$ cat config.mk
export PLATFORM = sky130hd
export DESIGN_NAME = ilpm_ctrl
export DESIGN_NICKNAME = d
export VERILOG_FILES = /design/src/hdl/ilpm_pkg.sv /design/src/hdl/ilpm_ctrl.sv
export SDC_FILE = /design/constraint.sdc
export NUM_CORES = 1
export LEC_CHECK = 0
export ABC_AREA = 1
export ABC_CLOCK_PERIOD_IN_PS = 2950
export BUFFER_PORTS_ARGS = -buffer_cell sky130_fd_sc_hd__clkbuf_2
export CAP_MARGIN = 25
export CORE_ASPECT_RATIO = 0.75
export CORE_MARGIN = 3
export CORE_UTILIZATION = 46
export CTS_CLUSTER_SIZE = 28
export DETAILED_ROUTE_END_ITERATION = 10
export GPL_ROUTABILITY_DRIVEN = 1
export MAX_ROUTING_LAYER = met4
export PLACE_DENSITY_LB_ADDON = 0.15
export REMOVE_ABC_BUFFERS = 1
export SYNTH_ARGS = -nofsm -noshare
export SYNTH_HDL_FRONTEND = slang
export SYNTH_SLANG_ARGS = --single-unit
$ cat constraint.sdc
create_clock -name clk -period 2.95 [get_ports clk]
set_input_delay 0.59 -clock clk [delete_from_list [all_inputs] [get_ports clk]]
set_output_delay 0.59 -clock clk [all_outputs]
set_load 0.005 [all_outputs]
$ cat src/hdl/ilpm_pkg.sv
// package: types and constants for the indexed list pool manager
package ilpm_pkg;

    localparam int ENTRIES = 256;
    localparam int IDX_W = 8;

    typedef enum logic [2:0] {
        MODE_CLEAR     = 3'd0,
        MODE_ALLOC     = 3'd1,
        MODE_FREE      = 3'd2,
        MODE_LINK_PREV = 3'd3,
        MODE_LINK_NEXT = 3'd4,
        MODE_PACK      = 3'd5,
        MODE_READ_MAP  = 3'd6,
        MODE_BAD       = 3'd7
    } mode_t;

    localparam logic [1:0] ST_OK   = 2'd0;
    localparam logic [1:0] ST_FULL = 2'd1;
    localparam logic [1:0] ST_BAD  = 2'd2;

    typedef struct packed {
        logic [2:0]       mode;
        logic [IDX_W-1:0] entry_index;
        logic [IDX_W-1:0] other_index;
    } req_t;

    typedef struct packed {
        logic [1:0]       status;
        logic [IDX_W-1:0] result_index;
        logic [IDX_W-1:0] used_count;
        logic             entry_used;
        logic [IDX_W-1:0] entry_next;
        logic [IDX_W-1:0] entry_prev;
    } rsp_t;

    // memory select
    typedef enum logic [1:0] {
        MSEL_NEXT = 2'd0,
        MSEL_PREV = 2'd1,
        MSEL_MAP  = 2'd2,
        MSEL_USED = 2'd3
    } msel_t;

    typedef struct packed {
        logic             rd_en;
        msel_t            rd_sel;
        logic [IDX_W-1:0] rd_addr;
        logic             wr_en;
        msel_t            wr_sel;
        logic [IDX_W-1:0] wr_addr;
        logic [IDX_W-1:0] wr_data;
    } mem_cmd_t;

endpackage

$ cat src/hdl/ilpm_ctrl.sv
// controller: sequences memory accesses for each mode and builds the response
module ilpm_ctrl
    import ilpm_pkg::*;
(
    input  logic             clk,
    input  logic             rst_n,
    input  logic             in_valid,
    output logic             in_ready,
    input  req_t             in_data,
    output logic             out_valid,
    input  logic             out_ready,
    output rsp_t             out_data,
    output mem_cmd_t         cmd,
    input  logic [IDX_W-1:0] rd_data
);

    // micro-ops: each step issues at most one read and at most one write
    typedef enum logic [11:0] {
        S_IDLE  = 12'b000000000001,
        S_CLR   = 12'b000000000010,
        S_SCAN  = 12'b000000000100,
        S_FREE  = 12'b000000001000,
        S_LINK  = 12'b000000010000,
        S_PK1   = 12'b000000100000,
        S_PKZ   = 12'b000001000000,
        S_PK2   = 12'b000010000000,
        S_RMAP  = 12'b000100000000,
        S_REP   = 12'b001000000000,
        S_OUT   = 12'b010000000000,
        S_WAIT  = 12'b100000000000
    } state_t;

    state_t           state_reg, state_next;
    logic [3:0]       step_reg, step_next;
    logic [IDX_W:0]   i_reg, i_next;
    logic [IDX_W:0]   dst_reg, dst_next;
    logic [IDX_W-1:0] t0_reg, t0_next;
    logic [IDX_W-1:0] t1_reg, t1_next;
    logic [IDX_W-1:0] cnt_reg, cnt_next;
    logic [2:0]       mode_reg, mode_next;
    logic [IDX_W-1:0] a_reg, a_next;
    logic [IDX_W-1:0] b_reg, b_next;
    logic [1:0]       st_reg, st_next;
    logic [IDX_W-1:0] res_reg, res_next;
    logic [IDX_W-1:0] rep_reg, rep_next;
    logic             rep_ok_reg, rep_ok_next;
    rsp_t             out_reg, out_next;
    logic             ov_reg, ov_next;
    logic [IDX_W-1:0] i8;
    logic [IDX_W-1:0] dst8;

    assign i8   = i_reg[IDX_W-1:0];
    assign dst8 = dst_reg[IDX_W-1:0];

    assign in_ready  = (state_reg == S_IDLE) && (!ov_reg || out_ready);
    assign out_valid = ov_reg;
    assign out_data  = out_reg;

    always_ff @(posedge clk or negedge rst_n)
    begin
        if (!rst_n)
        begin
            state_reg      <= S_CLR;
            step_reg       <= '0;
            i_reg          <= '0;
            cnt_reg        <= '0;
            ov_reg         <= 1'b0;
            mode_reg       <= MODE_BAD;
        end
        else
        begin
            state_reg      <= state_next;
            step_reg       <= step_next;
            i_reg          <= i_next;
            cnt_reg        <= cnt_next;
            ov_reg         <= ov_next;
            mode_reg       <= mode_next;
        end
    end

    always_ff @(posedge clk)
    begin
        dst_reg    <= dst_next;
        t0_reg     <= t0_next;
        t1_reg     <= t1_next;
        a_reg      <= a_next;
        b_reg      <= b_next;
        st_reg     <= st_next;
        res_reg    <= res_next;
        rep_reg    <= rep_next;
        rep_ok_reg <= rep_ok_next;
        out_reg    <= out_next;
    end

    always_comb
    begin
        state_next      = state_reg;
        step_next       = step_reg;
        i_next          = i_reg;
        dst_next        = dst_reg;
        t0_next         = t0_reg;
        t1_next         = t1_reg;
        cnt_next        = cnt_reg;
        mode_next       = mode_reg;
        a_next          = a_reg;
        b_next          = b_reg;
        st_next         = st_reg;
        res_next        = res_reg;
        rep_next        = rep_reg;
        rep_ok_next     = rep_ok_reg;
        out_next        = out_reg;
        ov_next         = ov_reg;
        cmd             = '0;

        if (ov_reg && out_ready)
        begin
            ov_next = 1'b0;
        end

        unique case (state_reg)
            S_IDLE:
            begin
                if (in_valid && in_ready)
                begin
                    mode_next   = in_data.mode;
                    a_next      = in_data.entry_index;
                    b_next      = in_data.other_index;
                    st_next     = ST_OK;
                    res_next    = '0;
                    rep_next    = in_data.entry_index;
                    rep_ok_next = 1'b1;
                    step_next   = '0;
                    i_next      = '0;
                    unique case (in_data.mode)
                        MODE_CLEAR:
                        begin
                            state_next = S_CLR;
                        end
                        MODE_ALLOC:
                        begin
                            i_next     = {{IDX_W{1'b0}}, 1'b1};
                            state_next = S_SCAN;
                        end
                        MODE_FREE:
                        begin
                            state_next = S_FREE;
                        end
                        MODE_LINK_PREV, MODE_LINK_NEXT:
                        begin
                            state_next = S_LINK;
                        end
                        MODE_PACK:
                        begin
                            i_next     = {{IDX_W{1'b0}}, 1'b1};
                            dst_next   = {{IDX_W{1'b0}}, 1'b1};
                            state_next = S_PK1;
                        end
                        MODE_READ_MAP:
                        begin
                            state_next = S_RMAP;
                        end
                        default:
                        begin
                            st_next    = ST_BAD;
                            state_next = S_REP;
                        end
                    endcase
                end
            end

            // clears each entry in all four stores, one store at a time
            S_CLR:
            begin
                cmd.wr_en   = 1'b1;
                cmd.wr_addr = i8;
                cmd.wr_data = '0;
                cmd.wr_sel  = msel_t'(step_reg[1:0]);
                if (step_reg[1:0] == 2'd3)
                begin
                    step_next = '0;
                    if (i8 == IDX_W'(ENTRIES - 1))
                    begin
                        cnt_next   = '0;
                        i_next     = '0;
                        state_next = (mode_reg == MODE_CLEAR) ? S_REP : S_IDLE;
                    end
                    else
                    begin
                        i_next = i_reg + 1'b1;
                    end
                end
                else
                begin
                    step_next = step_reg + 1'b1;
                end
            end

            S_SCAN:
            begin
                if (step_reg == 4'd0)
                begin
                    cmd.rd_en   = 1'b1;
                    cmd.rd_sel  = MSEL_USED;
                    cmd.rd_addr = i8;
                    step_next   = 4'd1;
                end
                else if (step_reg == 4'd1)
                begin
                    if (!rd_data[0])
                    begin
                        cmd.wr_en   = 1'b1;
                        cmd.wr_sel  = MSEL_USED;
                        cmd.wr_addr = i8;
                        cmd.wr_data = {{(IDX_W-1){1'b0}}, 1'b1};
                        step_next   = 4'd2;
                    end
                    else if (i8 == IDX_W'(ENTRIES - 1))
                    begin
                        st_next     = ST_FULL;
                        rep_ok_next = 1'b0;
                        state_next  = S_REP;
                    end
                    else
                    begin
                        i_next    = i_reg + 1'b1;
                        step_next = 4'd0;
                    end
                end
                else if (step_reg == 4'd2)
                begin
                    cmd.wr_en   = 1'b1;
                    cmd.wr_sel  = MSEL_NEXT;
                    cmd.wr_addr = i8;
                    step_next   = 4'd3;
                end
                else
                begin
                    cmd.wr_en   = 1'b1;
                    cmd.wr_sel  = MSEL_PREV;
                    cmd.wr_addr = i8;
                    cnt_next    = cnt_reg + 1'b1;
                    rep_next    = i8;
                    res_next    = i8;
                    state_next  = S_REP;
                end
            end

            S_FREE:
            begin
                unique case (step_reg)
                    4'd0:
                    begin
                        cmd.rd_en   = 1'b1;
                        cmd.rd_sel  = MSEL_USED;
                        cmd.rd_addr = a_reg;
                        step_next   = 4'd1;
                    end
                    4'd1:
                    begin
                        if (a_reg == '0 || !rd_data[0])
                        begin
                            st_next    = ST_BAD;
                            state_next = S_REP;
                        end
                        else
                        begin
                            cmd.rd_en   = 1'b1;
                            cmd.rd_sel  = MSEL_NEXT;
                            cmd.rd_addr = a_reg;
                            step_next   = 4'd2;
                        end
                    end
                    4'd2:
                    begin
                        t0_next     = rd_data;
                        cmd.rd_en   = 1'b1;
                        cmd.rd_sel  = MSEL_PREV;
                        cmd.rd_addr = a_reg;
                        step_next   = 4'd3;
                    end
                    4'd3:
                    begin
                        t1_next = rd_data;
                        if (rd_data != '0)
                        begin
                            cmd.wr_en   = 1'b1;
                            cmd.wr_sel  = MSEL_NEXT;
                            cmd.wr_addr = rd_data;
                            cmd.wr_data = t0_reg;
                        end
                        step_next = 4'd4;
                    end
                    4'd4:
                    begin
                        if (t0_reg != '0)
                        begin
                            cmd.wr_en   = 1'b1;
                            cmd.wr_sel  = MSEL_PREV;
                            cmd.wr_addr = t0_reg;
                            cmd.wr_data = t1_reg;
                        end
                        step_next = 4'd5;
                    end
                    default:
                    begin
                        cmd.wr_en   = 1'b1;
                        cmd.wr_sel  = MSEL_USED;
                        cmd.wr_addr = a_reg;
                        cmd.wr_data = '0;
                        cnt_next    = cnt_reg - 1'b1;
                        state_next  = S_REP;
                    end
                endcase
            end

            S_LINK:
            begin
                unique case (step_reg)
                    4'd0:
                    begin
                        cmd.rd_en   = 1'b1;
                        cmd.rd_sel  = MSEL_USED;
                        cmd.rd_addr = a_reg;
                        step_next   = 4'd1;
                    end
                    4'd1:
                    begin
                        if (a_reg == '0 || b_reg == '0 || a_reg == b_reg || !rd_data[0])
                        begin
                            st_next    = ST_BAD;
                            state_next = S_REP;
                        end
                        else
                        begin
                            cmd.rd_en   = 1'b1;
                            cmd.rd_sel  = MSEL_USED;
                            cmd.rd_addr = b_reg;
                            step_next   = 4'd2;
                        end
                    end
                    4'd2:
                    begin
                        if (!rd_data[0])
                        begin
                            st_next    = ST_BAD;
                            state_next = S_REP;
                        end
                        else
                        begin
                            cmd.rd_en   = 1'b1;
                            cmd.rd_sel  = (mode_reg == MODE_LINK_PREV) ? MSEL_PREV : MSEL_NEXT;
                            cmd.rd_addr = b_reg;
                            step_next   = 4'd3;
                        end
                    end
                    4'd3:
                    begin
                        // n = neighbor of b; a takes n on the same side
                        t0_next     = rd_data;
                        cmd.wr_en   = 1'b1;
                        cmd.wr_sel  = (mode_reg == MODE_LINK_PREV) ? MSEL_PREV : MSEL_NEXT;
                        cmd.wr_addr = a_reg;
                        cmd.wr_data = rd_data;
                        step_next   = 4'd4;
                    end
                    4'd4:
                    begin
                        if (t0_reg != '0)
                        begin
                            cmd.wr_en   = 1'b1;
                            cmd.wr_sel  = (mode_reg == MODE_LINK_PREV) ? MSEL_NEXT : MSEL_PREV;
                            cmd.wr_addr = t0_reg;
                            cmd.wr_data = a_reg;
                        end
                        step_next = 4'd5;
                    end
                    4'd5:
                    begin
                        cmd.wr_en   = 1'b1;
                        cmd.wr_sel  = (mode_reg == MODE_LINK_PREV) ? MSEL_PREV : MSEL_NEXT;
                        cmd.wr_addr = b_reg;
                        cmd.wr_data = a_reg;
                        step_next   = 4'd6;
                    end
                    default:
                    begin
                        cmd.wr_en   = 1'b1;
                        cmd.wr_sel  = (mode_reg == MODE_LINK_PREV) ? MSEL_NEXT : MSEL_PREV;
                        cmd.wr_addr = a_reg;
                        cmd.wr_data = b_reg;
                        state_next  = S_REP;
                    end
                endcase
            end

            // compaction pass: dst never exceeds i, so moving in place is safe
            S_PK1:
            begin
                unique case (step_reg)
                    4'd0:
                    begin
                        cmd.rd_en   = 1'b1;
                        cmd.rd_sel  = MSEL_USED;
                        cmd.rd_addr = i8;
                        step_next   = 4'd1;
                    end
                    4'd1:
                    begin
                        cmd.wr_en   = 1'b1;
                        cmd.wr_sel  = MSEL_MAP;
                        cmd.wr_addr = i8;
                        cmd.wr_data = rd_data[0] ? dst8 : '0;
                        if (rd_data[0])
                        begin
                            cmd.rd_en   = 1'b1;
                            cmd.rd_sel  = MSEL_NEXT;
                            cmd.rd_addr = i8;
                            step_next   = 4'd2;
                        end
                        else
                        begin
                            step_next = 4'd6;
                        end
                    end
                    4'd2:
                    begin
                        cmd.wr_en   = 1'b1;
                        cmd.wr_sel  = MSEL_NEXT;
                        cmd.wr_addr = dst8;
                        cmd.wr_data = rd_data;
                        cmd.rd_en   = 1'b1;
                        cmd.rd_sel  = MSEL_PREV;
                        cmd.rd_addr = i8;
                        step_next   = 4'd3;
                    end
                    4'd3:
                    begin
                        cmd.wr_en   = 1'b1;
                        cmd.wr_sel  = MSEL_PREV;
                        cmd.wr_addr = dst8;
                        cmd.wr_data = rd_data;
                        step_next   = 4'd4;
                    end
                    4'd4:
                    begin
                        cmd.wr_en   = 1'b1;
                        cmd.wr_sel  = MSEL_USED;
                        cmd.wr_addr = dst8;
                        cmd.wr_data = {{(IDX_W-1){1'b0}}, 1'b1};
                        dst_next    = dst_reg + 1'b1;
                        step_next   = 4'd6;
                    end
                    default:
                    begin
                        step_next = 4'd0;
                        if (i8 == IDX_W'(ENTRIES - 1))
                        begin
                            cmd.wr_en   = 1'b1;
                            cmd.wr_sel  = MSEL_MAP;
                            cmd.wr_addr = '0;
                            cmd.wr_data = '0;
                            cnt_next    = IDX_W'(dst_reg - 1'b1);
                            i_next      = dst_reg;
                            state_next  = (dst_reg == (IDX_W+1)'(ENTRIES)) ? S_PK2 : S_PKZ;
                            if (dst_reg == (IDX_W+1)'(ENTRIES))
                            begin
                                i_next = {{IDX_W{1'b0}}, 1'b1};
                            end
                        end
                        else
                        begin
                            i_next = i_reg + 1'b1;
                        end
                    end
                endcase
            end

            S_PKZ:
            begin
                cmd.wr_en   = 1'b1;
                cmd.wr_addr = i8;
                cmd.wr_data = '0;
                unique case (step_reg[1:0])
                    2'd0:    cmd.wr_sel = MSEL_USED;
                    2'd1:    cmd.wr_sel = MSEL_NEXT;
                    default: cmd.wr_sel = MSEL_PREV;
                endcase
                if (step_reg[1:0] == 2'd2)
                begin
                    step_next = '0;
                    if (i8 == IDX_W'(ENTRIES - 1))
                    begin
                        i_next     = {{IDX_W{1'b0}}, 1'b1};
                        state_next = S_PK2;
                    end
                    else
                    begin
                        i_next = i_reg + 1'b1;
                    end
                end
                else
                begin
                    step_next = step_reg + 1'b1;
                end
            end

            // rewrite links of entries 1..dst-1 through the map
            S_PK2:
            begin
                if (i_reg >= dst_reg)
                begin
                    state_next = S_REP;
                end
                else
                begin
                    unique case (step_reg)
                        4'd0:
                        begin
                            cmd.rd_en   = 1'b1;
                            cmd.rd_sel  = MSEL_NEXT;
                            cmd.rd_addr = i8;
                            step_next   = 4'd1;
                        end
                        4'd1:
                        begin
                            cmd.rd_en   = 1'b1;
                            cmd.rd_sel  = MSEL_MAP;
                            cmd.rd_addr = rd_data;
                            step_next   = 4'd2;
                        end
                        4'd2:
                        begin
                            cmd.wr_en   = 1'b1;
                            cmd.wr_sel  = MSEL_NEXT;
                            cmd.wr_addr = i8;
                            cmd.wr_data = rd_data;
                            cmd.rd_en   = 1'b1;
                            cmd.rd_sel  = MSEL_PREV;
                            cmd.rd_addr = i8;
                            step_next   = 4'd3;
                        end
                        4'd3:
                        begin
                            cmd.rd_en   = 1'b1;
                            cmd.rd_sel  = MSEL_MAP;
                            cmd.rd_addr = rd_data;
                            step_next   = 4'd4;
                        end
                        default:
                        begin
                            cmd.wr_en   = 1'b1;
                            cmd.wr_sel  = MSEL_PREV;
                            cmd.wr_addr = i8;
                            cmd.wr_data = rd_data;
                            step_next   = 4'd0;
                            i_next      = i_reg + 1'b1;
                        end
                    endcase
                end
            end

            S_RMAP:
            begin
                if (step_reg == 4'd0)
                begin
                    cmd.rd_en   = 1'b1;
                    cmd.rd_sel  = MSEL_MAP;
                    cmd.rd_addr = a_reg;
                    step_next   = 4'd1;
                end
                else
                begin
                    res_next   = rd_data;
                    state_next = S_REP;
                end
            end

            // read the reported entry: used, next, prev
            S_REP:
            begin
                step_next = '0;
                if (!(step_reg == 4'd0))
                begin
                    step_next = step_reg;
                end
                unique case (step_reg)
                    4'd0:
                    begin
                        cmd.rd_en   = 1'b1;
                        cmd.rd_sel  = MSEL_USED;
                        cmd.rd_addr = rep_reg;
                        step_next   = 4'd1;
                    end
                    4'd1:
                    begin
                        out_next.entry_used = rd_data[0] & rep_ok_reg;
                        cmd.rd_en   = 1'b1;
                        cmd.rd_sel  = MSEL_NEXT;
                        cmd.rd_addr = rep_reg;
                        step_next   = 4'd2;
                    end
                    4'd2:
                    begin
                        out_next.entry_next = rep_ok_reg ? rd_data : '0;
                        cmd.rd_en   = 1'b1;
                        cmd.rd_sel  = MSEL_PREV;
                        cmd.rd_addr = rep_reg;
                        step_next   = 4'd3;
                    end
                    default:
                    begin
                        out_next.entry_prev   = rep_ok_reg ? rd_data : '0;
                        out_next.status       = st_reg;
                        out_next.result_index = res_reg;
                        out_next.used_count   = cnt_reg;
                        step_next             = '0;
                        state_next            = S_OUT;
                    end
                endcase
            end

            S_OUT:
            begin
                if (!ov_reg || out_ready)
                begin
                    ov_next    = 1'b1;
                    state_next = S_WAIT;
                end
            end

            S_WAIT:
            begin
                state_next = S_IDLE;
            end

            default:
            begin
                state_next = S_IDLE;
            end
        endcase

        // the report sequence always starts at its first read
        if (state_next == S_REP && state_reg != S_REP)
        begin
            step_next = '0;
        end

        if (state_reg == S_OUT && ov_reg && !out_ready)
        begin
            ov_next = 1'b1;
        end
    end

endmodule

* Yosys cells after proc, flatten, opt, wreduce, memory -nomap -nowiden
Cells that the tools add are included.
Word-level totals: flip-flop bits (word level) 132, latch bits 0, memories kept 0, bits in read-only memories 0, input bits 31, RAM bits 0, output and inout bits 67
Operators by class: reduce and logical (&&, ||, !) cells 54, $lt $le $gt $ge 1, multiplexer cells 140, add/sub/neg operators 6, eq/ne operators 67, $mul 0, bitwise operators 2, shift-type cells 0, div/mod/pow operators 0
Operators with widths (number):
- two-way mux 12 bit | 19
- case mux 11 bit (3 select lines) | 5
- two-way mux 9 bit | 18
- two-way mux 8 bit | 20
- case mux 19 bit (7 select lines) | 1
- case mux 12 bit (11 select lines) | 1
- two-way mux 19 bit | 6
- case mux 19 bit (5 select lines) | 1
- two-way mux 11 bit | 7
- case mux 11 bit (7 select lines) | 1
- case mux 19 bit (4 select lines) | 1
- case mux 10 bit (6 select lines) | 1
- case mux 19 bit (3 select lines) | 1
- two-way mux 4 bit | 14
- case mux 9 bit (6 select lines) | 1
- case mux 4 bit (10 select lines) | 1
- case mux 4 bit (5 select lines) | 2
- != test 2 bit (second input constant) | 19
- case mux 19 bit (2 select lines) | 1
- case mux 12 bit (3 select lines) | 1
- AND reduction 11 bit | 3
- case mux 8 bit (2 select lines) | 2
- case mux 8 bit (4 select lines) | 1
- two-way mux 30 bit | 1
- 75 further kinds | 142

* Longest topological paths before layout
Gate-level depths: netlist of run 1.
word-level depth 11, mapped depth 15, depth with buffers taken out 15

* Worst setup path before layout of run 1
OpenSTA, ideal clock, no wires.
path type flip-flop to flip-flop, from register state_reg[9], to register dst_reg[0] (enable), setup slack 0.006 ns, arrival time 2.552 ns, buffers on the path 1, clock period less this slack 2.944 ns, stages on the path, launching flop included 9, setup time 0.392 ns, cells stage by stage dfrtp_1 -> nor2_2 -> nand2_2 -> nor2_4 -> nand4_1 -> buf_2 -> inv_1 -> nand3_1 -> a221oi_1
Between the ends: word-level cells in the longest chain between the ends 5, elaborated cells between the ends (all ways) 9, classes of those cells eq/ne: 5; reduce/logical: 4
RTL lines:
- from (decl) | line ilpm_ctrl.sv:33 | state_t state_reg, state_next;
- from (signal assigned) | line ilpm_ctrl.sv:72 | state_reg <= state_next;
- equality test 12 x 1 -> 1 bit | line ilpm_ctrl.sv:55, ilpm_ctrl.sv:120
- logical AND 1 bit | line ilpm_ctrl.sv:55 | assign in_ready = (state_reg == S_IDLE) && (!ov_reg || out_ready);
- logical AND 1 bit | line ilpm_ctrl.sv:123 | if (in_valid && in_ready)
- != test 2 x 1 -> 1 bit (no source line)
- AND reduction 4 bit (no source line) (*)
- to (signal assigned) | line ilpm_ctrl.sv:83 | dst_reg <= dst_next;
- to (decl) | line ilpm_ctrl.sv:36 | logic [IDX_W:0] dst_reg, dst_next;
Mark *: on every way between the ends. The rest lies on a longest branch, timed or not. A chain may end at the register's enable or synchronous reset.

==> results.sh, run 1 <==
export IMPL_outcome="complete, but fails checks"
export IMPL_failed_checks="setup timing"
export IMPL_viasPerCell=5.979
export IMPL_drive_gt1_frac=0.3574
export IMPL_cts_tree="yes"
export IMPL_synthArstFlopShare=0.2803
export IMPL_cts_sinks=132
export IMPL_place_inst=1602
export IMPL_grtUsageTotal=0.3695
export IMPL_cts_buffers=17
export IMPL_worst_clock_skew_ps=15.23
export IMPL_rsz0062_at_grt="yes"
export IMPL_hold_violations=0
export IMPL_row_count=43
export IMPL_fin_crit_ps=3125
export IMPL_worst_slack_ps=-174.8
export IMPL_drc=0
export IMPL_clock_latency_ps=440
export IMPL_grt_pass1_vias=9368
export IMPL_die_area_um2=20910
export IMPL_chipWidth_um=166.0
export IMPL_netlist_instances=1151
export IMPL_routedWlPerCell_um=22.85
export IMPL_clockRootBuffer="clkbuf_16"
export IMPL_path_class="flop to primary output"
export IMPL_ant_nets=0
export IMPL_wirelength_mm=38.28
export IMPL_cpMostUsedCell="buf_6"
export IMPL_cts_path_max_buffers=2
export IMPL_cp_end_kind="primary output"
export IMPL_cts_reportedPaths_clkPinSlew_ps=70
export IMPL_grt_overflow=0
export IMPL_finalCritPeriodShare=1.059
export IMPL_num_io_pins=98
export IMPL_stdcell_count=1675
export IMPL_synth_edff_count=95
export IMPL_required_ps=2360
export IMPL_path_cells="inv_2 -> ha_4 -> buf_6 -> o21ai_4 -> nand2_4 -> inv_6 -> buf_6 -> nand3_2 -> buf_4 -> o211ai_1 -> nor2_1 -> o21ai_1 -> buf_2"
export IMPL_antenna_found_initial=1
export IMPL_setup_viol=30
export IMPL_peakVddDrop_v=0.0003730
export IMPL_seq_area_frac_synth=0.4285
export IMPL_die_y_um=126.0
export IMPL_synth_area_um2=8830
export IMPL_critPathLaunchType="flop"
export IMPL_cts_hold_buffers=0
export IMPL_syn2layout_area_growth_pct=39.14
export IMPL_final_max_slew_violation_count=0
export IMPL_dpl_hpwl_mm=29.13
export IMPL_portBuffers=97
export IMPL_hold_slack_ps=31.33
export IMPL_max_freq_ghz=0.3200
export IMPL_synth_flop_cell="edfxtp_1"
export IMPL_worstPathArrival_ps=2530
export IMPL_drt_iter0_drc=1410
export IMPL_crit_path_max_fanout=7
export IMPL_htreeDepth=4
export IMPL_hp_class="input pin to async pin"
export IMPL_nNetsFinal=1467
export IMPL_yosys_warnings=0
export IMPL_crit_slowest_cell="dfrtp_1"
export IMPL_power_leakage_nw=5.628
export IMPL_dr_pass1_iters=6
export IMPL_tightest_slew_ps=594.6
export IMPL_largest_reg_flops=35
export IMPL_floorplan_initialDensity=0.4730
export IMPL_synth_distinct_cells=51
export IMPL_coreArea_um2=18670
export IMPL_crit_path_max_incr_delay_ps=370
export IMPL_p_per_area_nw_per_um2=679.4
export IMPL_grt_pass1_wl_mm=57.32
export IMPL_vias=10010
export IMPL_synth_avg_cell_area_um2=7.671
export IMPL_slew_headroom=0.5994
export IMPL_ys_seq_elements=132
export IMPL_rrSetupSlack_ps=230
export IMPL_grt_max_degree=38
export IMPL_drv_cap=0
export IMPL_gp_congestion=1.068
## cell usage after synthesis, types with 9 or more instances
library cell | number | area, um^2
nand2_1 | 291 | 1092
inv_2 | 12 | 45.04
dfrtp_1 | 33 | 825.8
inv_1 | 142 | 533.0
ha_1 | 22 | 275.3
nand4_1 | 21 | 131.4
o21ai_1 | 11 | 55.05
a21oi_1 | 47 | 235.2
edfxtp_1 | 95 | 2853
o21ai_0 | 93 | 465.5
nor2_1 | 114 | 427.9
clkbuf_1 | 11 | 41.29
nor2_2 | 9 | 56.30
o2111ai_1 | 19 | 166.4
buf_2 | 10 | 50.05
nor3_1 | 15 | 75.07
o22ai_1 | 32 | 200.2
nand3_1 | 66 | 330.3
## metal layers
layer / global-route usage / vias to the layer above / routed length, um
met5: - / - / 0
met4: 0.09633 / 0 / 1081
met3: 0.09602 / 89 / 5029
met2: 0.4941 / 684 / 15380
met1: 0.5530 / 4758 / 16780
li1: - / 4483 / -
## power by group
part | total, mW | internal (mW) | switching [mW] | leakage [nW]
clock network | 2.12 | 1.18 | 0.938 | 0.264
registers | 2.81 | 2.51 | 0.302 | 1.35
logic | 3.42 | 1.18 | 2.24 | 4.02
total | 8.35 | 4.87 | 3.48 | 5.63
## final timing paths
check,from,to,cells after the start
max,step_reg[0],cmd[11],13
min,rst_n,out_valid,1
max reg2reg,step_reg[0],i_reg[0],16
min reg2reg,res_reg[6],out_data[31],0
max in group asynchronous,rst_n,mode_reg[1],2
min in group clk,in_data[5],b_reg[5],1
## timing repair
| action | 4_1_cts | 5_1_grt |
|---|---|---|
| pin swaps | 37 | 23 |
| endpoints found under the hold margin | 0 | 0 |
| setup buffers | 26 | 12 |
| resized for setup | 171 | 78 |
| cloned | 3 | 0 |
| setup endpoints to repair | 30 | 31 |
## per-stage QoR
step / instance area, um^2 / setup TNS, ps / setup slack, ps / util / power (mW)
3_5_place_dp: 10490 / 0 / 46.71 / 0.5620 / 5.717
2_1_floorplan: 8705 / -814.1 / -90.46 / - / 4.437
4_1_cts: 11870 / -2279 / -126.1 / 0.6357 / 8.101
6_report: 12290 / -3134 / -174.8 / 0.6581 / 8.347
3_3_place_gp: 10490 / 0 / 11.37 / 0.5620 / 5.688
5_1_grt: 12290 / -5348 / -222.3 / 0.6581 / 8.734
## logic make-up (layout without fill, tap and decap cells)
group,count (synthesis),after routing,share of synthesized area
DFF,132,132,0.4285
adders and majority gates,22,22,0.03117
other,0,1,0
and+or+nand+nor,553,556,0.2760
xor gates and xnor gates,7,7,0.006944
AOI/OAI and AO/OA,254,254,0.1749
buffers and inverters,183,456,0.08247
## critical path, delay by kind of cell (launching register included)
kind / cells / cell delay, ps
adder cells (fa/ha/maj): 1 / 180
flip-flops: 1 / 370
buffers and inverters: 6 / 760
AO/OA/AOI/OAI: 3 / 510
AND/OR/NAND/NOR: 3 / 280
## area by class of cell
class / count / area (um^2)
sequential: 132 / 3786
clock buffer: 17 / 425.4
clock inverter: 15 / 143.9
antenna: 1 / 2.502
fill: 1628 / 6384
multi-input combinational: 839 / 5092
tap: 247 / 309.0
timing repair buffer: 266 / 1883
inverter: 158 / 643.1
## cell usage in the layout (no fill, tap or decap), drive strengths merged, types with 2 or more instances in the layout
master      n
a221oi      5
nand3b      3
nand3      67
nor4        4
a21oi      47
clkinv      4
nor2      131
clkinvlp    5
nor3b       3
ha         22
clkbuf    107
o31ai       6
buf       176
o22ai      32
o2111ai    19
o21a        2
o21ai     111
nand4      21
nor3       16
dfrtp      33
o211ai      4
a22oi       8
edfxtp     95
xor2        3
a31oi       3
a211oi      8
xnor2       4
dfstp       4
inv       163
o221ai      4
nand2     308
(Power assumes the default switching activity.)
==> run 2, diff against run 1 <==
ABC_AREA = unset   (was 1)
==> results.sh, run 2 <==
export IMPL_outcome="complete, but fails checks"
export IMPL_failed_checks="setup timing"
export IMPL_required_ps=2360
export IMPL_chipWidth_um=161.6
export IMPL_ant_nets=0
export IMPL_grt_overflow=0
export IMPL_synth_avg_cell_area_um2=9.465
export IMPL_largest_reg_flops=35
export IMPL_yosysMostFrequentCell="edfxtp_1"
export IMPL_path_class="flop to primary output"
export IMPL_netlist_top_cell_by_area="edfxtp_1"
export IMPL_cts_path_max_buffers=2
export IMPL_cp_end_kind="primary output"
export IMPL_fin_crit_ps=3409
export IMPL_vias=8961
export IMPL_syn2layout_area_growth_pct=40.56
export IMPL_portBuffers=97
export IMPL_synthArstFlopShare=0.2803
export IMPL_htreeDepth=4
export IMPL_preCtsSetupSlack_ps=-247.2
export IMPL_antenna_found_initial=0
export IMPL_p_per_area_nw_per_um2=841.9
export IMPL_yosys_warnings=0
export IMPL_grtUsageTotal=0.3501
export IMPL_synth_area_um2=8348
export IMPL_final_cell_mix="190 x buf_4, 95 x edfxtp_1, 81 x clkbuf_2, 68 x nand2_1, 61 x nor2_1"
export IMPL_hp_class="input pin to flop"
export IMPL_ys_seq_elements=132
export IMPL_tightest_slew_ps=781.4
export IMPL_clock_latency_ps=440
export IMPL_finalCritPeriodShare=1.155
export IMPL_num_fill_cells=1385
export IMPL_min_delay_start="in_data[2]"
export IMPL_postPlaceCellArea_um2=10280
export IMPL_worst_slack_ps=-458.6
export IMPL_worstPathArrival_ps=2820
export IMPL_viasPerCell=6.424
export IMPL_coreArea_um2=17290
export IMPL_seq_area_um2=3785
export IMPL_dpl_hpwl_mm=24.62
export IMPL_synth_distinct_cells=77
export IMPL_rsz0062_at_grt="yes"
export IMPL_cts_reportedPaths_clkPinSlew_ps=70
export IMPL_ys_top_cells_by_count="95 x edfxtp_1, 82 x nand2_1, 71 x o21ai_0, 70 x nor2_1, 52 x a21oi_1"
export IMPL_clockRootBuffer="clkbuf_16"
export IMPL_seq_area_frac_synth=0.4532
export IMPL_peakVddDrop_v=0.0004066
export IMPL_final_max_slew_violation_count=0
export IMPL_worst_clock_skew_ps=11.84
export IMPL_final_cell_area_um2=11730
export IMPL_slew_headroom=0.4751
export IMPL_nNetsFinal=1199
export IMPL_floorplan_initialDensity=0.4829
export IMPL_die_area_um2=19820
export IMPL_cts_sinks=132
export IMPL_synth_area_leaders="edfxtp_1 34%, dfrtp_1 9.9%, o21ai_0 4.3%"
export IMPL_max_freq_ghz=0.2934
export IMPL_rrSetupSlack_ps=110
export IMPL_wirelength_mm=33.30
export IMPL_power_mw=9.878
export IMPL_num_io_pins=98
export IMPL_diodes=0
export IMPL_routedWlPerCell_um=23.87
export IMPL_yosysTopAreaCellShare=0.3417
export IMPL_hold_violations=0
export IMPL_critPathLaunchType="flop"
export IMPL_die_y_um=122.7
export IMPL_row_count=41
export IMPL_gp_congestion=1.029
export IMPL_netlist_instances=882
export IMPL_grt_max_degree=38
export IMPL_setup_viol=30
export IMPL_crit_path_max_fanout=4
export IMPL_cts_buffers=17
export IMPL_multiInputGateArea_um2=4787
export IMPL_grt_pass1_vias=8567
export IMPL_synth_edff_count=95
export IMPL_drv_cap=0
export IMPL_drt_iter0_drc=1405
export IMPL_grt_pass1_wl_mm=51.08
export IMPL_dr_pass1_iters=10
export IMPL_power_leakage_nw=4.765
export IMPL_drc=0
export IMPL_final_common_cell="buf_4"
export IMPL_synth_flop_cell="edfxtp_1"
export IMPL_timing_rr_start="step_reg[1]"
export IMPL_startpoint="step_reg[1]"
export IMPL_drive_gt1_frac=0.3969
export IMPL_cts_tree="yes"
[run 2: changes by cell type after synthesis, sizes merged, moves of 17 or more]
| cell | before | now |
|---|---|---|
| nand2 | 306 | 82 |
| inv | 156 | 29 |
| nor2 | 130 | 70 |
| nand3 | 67 | 20 |
| o21ai | 111 | 76 |
| clkbuf | 11 | 45 |
| a22oi | 8 | 29 |
| xnor2 | 4 | 23 |
| o22ai | 32 | 15 |
[run 2: through the flow]
stage | instances | setup TNS, ps | hold WS, ps | utilization
2_1_floorplan | 822 | -41950 | 294.4 | -
3_3_place_gp | 1339 | -1897 | 400.9 | 0.5949
3_5_place_dp | 1339 | -4053 | 404.5 | 0.5949
4_1_cts | 1388 | -9685 | 322.2 | 0.6624
5_1_grt | 1395 | -13730 | 323.7 | 0.6787
6_report | 1395 | -10640 | 329.4 | 0.6787
[run 2: timing repair]
action                                  4_1_cts  5_1_grt
cloned                                        1        0
pin swaps                                    31       16
setup buffers                                16        5
endpoints found under the setup margin       39       42
endpoints found under the hold margin         0        4
resized for setup                           121       59
hold buffers                                  0        1
[run 2: cells by family (layout without fill, tap and decap cells)]
family	after synthesis	after routing	synth area share
simple gates	307	307	0.1911
compound gates	303	303	0.2484
flops	132	132	0.4532
buf+inv	91	368	0.04541
xor+xnor	24	24	0.02518
fa+ha+maj	22	22	0.03297
mux	3	3	0.003747
[run 2: routing by layer]
metal	vias to the layer above	routed length (um)	share of wire	track usage
li1	3958	-	-	-
met1	4271	14110	0.42	0.4927
met2	632	13910	0.42	0.4816
met3	100	4335	0.13	0.1070
met4	0	947	0.028	0.1134
met5	-	0	0	-
[run 2: final timing paths]
kind,depth (start not counted),end
hold / removal,1,b_reg[2]
setup reg to reg,11,st_reg[1]
hold reg to reg,0,out_data[27]
min in group asynchronous,2,step_reg[2]
max in group asynchronous,3,mode_reg[2]
setup / recovery,10,cmd[0]
[run 2: area by class of cell]
| type | count | area share |
|---|---|---|
| multi-input cells | 659 | 0.4080 |
| flip-flops and latches | 132 | 0.3226 |
| repair buffers | 305 | 0.1843 |
| clock buffers | 17 | 0.03625 |
| well taps | 236 | 0.02517 |
| clock inverters | 15 | 0.01344 |
| inverters | 31 | 0.01034 |
[run 2: critical path: stages (launching register included)]
cell	delay [ps]
dfrtp_1	430
inv_2	140
ha_4	180
or3b_4	410
nand2_4	100
nor2_4	50
buf_6	120
a222oi_1	280
nor2_1	90
a2111o_1	420
clkbuf_2	150
[run 2: power by group]
part | leakage [nW] | total, mW | switching (mW) | internal (mW)
clock | 0.278 | 2.11 | 0.977 | 1.13
sequential | 1.36 | 2.69 | 0.270 | 2.42
combinational | 3.12 | 5.08 | 2.85 | 2.23
total | 4.76 | 9.88 | 4.10 | 5.78
==> run 3, diff against run 2 <==
ABC_CLOCK_PERIOD_IN_PS = 3350   (was 2950)
CORE_ASPECT_RATIO = 0.8   (was 0.75)
clock period = 3.35 ns   (was 2.95 ns; I/O delays follow)
==> results.sh, run 3 (synthesis results as in run 2) <==
export IMPL_outcome="complete, but fails checks"
export IMPL_failed_checks="setup timing"
export IMPL_cp_end_kind="primary output"
export IMPL_clock_latency_ps=430
export IMPL_stdcell_count=1323
export IMPL_cts_path_max_buffers=2
export IMPL_coreArea_um2=17540
export IMPL_required_ps=2680
export IMPL_tightest_slew_ps=868.6
export IMPL_ant_nets=0
export IMPL_cts_sinks=132
export IMPL_final_setup_tns_ps=-3767
export IMPL_cts_buffers=17
export IMPL_r2r_cells=12
export IMPL_r2r_end="i_reg[6]"
export IMPL_critPathLaunchType="flop"
export IMPL_path_class="flop to primary output"
export IMPL_die_area_um2=19810
export IMPL_startpoint="step_reg[0]"
export IMPL_crit_path_max_fanout=8
export IMPL_chipWidth_um=156.6
export IMPL_worst_slack_ps=-204.3
export IMPL_rrSetupSlack_ps=300
export IMPL_drive_gt1_frac=0.3479
export IMPL_final_max_slew_violation_count=0
export IMPL_cts_reportedPaths_clkPinSlew_ps=60
export IMPL_peakVddDrop_v=0.0003052
export IMPL_dr_pass1_iters=6
export IMPL_slew_headroom=0.4161
export IMPL_place_inst=1273
export IMPL_grt_overflow=0
export IMPL_cts_hold_buffers=0
export IMPL_die_y_um=126.5
export IMPL_clockRootBuffer="clkbuf_16"
export IMPL_floorplan_initialDensity=0.4760
export IMPL_rsz0062_at_grt="yes"
export IMPL_num_io_pins=98
export IMPL_htreeDepth=4
export IMPL_wirelength_mm=32.19
export IMPL_drc=0
export IMPL_power_mw=8.222
export IMPL_max_freq_ghz=0.2814
export IMPL_final_cell_mix="135 x buf_4, 95 x edfxtp_1, 78 x clkbuf_2, 68 x nand2_1, 62 x nor2_1"
export IMPL_drv_cap=0
export IMPL_final_common_cell="buf_4"
export IMPL_finalCritPeriodShare=1.061
export IMPL_vias=8774
export IMPL_nNetsFinal=1138
export IMPL_antenna_found_initial=0
export IMPL_fin_crit_ps=3554
export IMPL_gp_congestion=1.025
export IMPL_grt_pass1_wl_mm=48.55
export IMPL_worst_clock_skew_ps=11.48
export IMPL_viasPerCell=6.632
export IMPL_largest_reg_flops=35
export IMPL_grt_pass1_vias=8253
export IMPL_timing_rr_start="step_reg[0]"
export IMPL_hp_class="input pin to async pin"
export IMPL_row_count=43
export IMPL_p_per_area_nw_per_um2=739.4
export IMPL_hold_violations=0
export IMPL_cts_tree="yes"
export IMPL_setup_viol=28
export IMPL_drt_iter0_drc=1264
export IMPL_portBuffers=97
export IMPL_dpl_hpwl_mm=23.84
export IMPL_grtUsageTotal=0.3295
export IMPL_power_leakage_nw=4.453
export IMPL_routedWlPerCell_um=24.33
export IMPL_diodes=0
export IMPL_grt_max_degree=37
export IMPL_final_core_util=0.6340
export IMPL_syn2layout_area_growth_pct=33.20
export IMPL_worstPathArrival_ps=2880
## run 3: layer usage
| layer | vias up | share of wire | track usage |
|---|---|---|---|
| met5 | - | 0 | - |
| met4 | 0 | 0.033 | 0.1060 |
| met3 | 106 | 0.11 | 0.07538 |
| met2 | 617 | 0.43 | 0.4606 |
| met1 | 4211 | 0.43 | 0.4752 |
| li1 | 3840 | - | - |
## run 3: area by class of cell
type / instances / area [um^2]
inverter: 31 / 121.4
clock inverter: 14 / 160.2
sequential: 132 / 3786
multi-input combinational: 659 / 4656
tap: 225 / 281.5
fill: 1493 / 6420
clock buffer: 18 / 439.2
timing repair buffer: 244 / 1675
## run 3: stage by stage
step / instance area, um^2 / hold WS (ps) / setup WS [ps]
3_5_place_dp: 9858 / 404.5 / -49.58
2_1_floorplan: 8090 / 374.4 / -638.9
4_1_cts: 10840 / 81.55 / -161.3
5_1_grt: 11120 / 87.49 / -351.9
3_3_place_gp: 9838 / 403.1 / 47.96
6_report: 11120 / 81.58 / -204.3
## run 3: worst max path at each step
stage	endpoint	slack, ps	depth (start not counted)
floorplan	cmd[10]	-640	6
global placement	cmd[19]	50	9
detailed placement	cmd[19]	-50	9
CTS	cmd[8]	-160	11
global route	cmd[20]	-350	11
finish	cmd[20]	-200	12
## run 3: what timing repair did
action,4_1_cts,5_1_grt
endpoints found under the hold margin,0,0
buffers inserted,12,8
pin swaps,18,16
endpoints found under the setup margin,30,30
gates cloned,1,0
resized for setup,80,70
## run 3: critical path: stages (launching register included)
cell	delay, ps
dfrtp_2	460
inv_2	120
ha_2	210
or3b_4	420
buf_6	160
nand2_2	110
o21ai_1	70
nand2_1	140
o21bai_1	180
buf_6	200
nand2_2	60
o211ai_1	150
buf_2	180
## run 3: power by group
part	leakage (nW)	internal, mW	switching, mW	total, mW
logic	2.80	1.64	2.28	3.92
registers	1.36	2.13	0.251	2.38
clock network	0.293	1.08	0.835	1.92
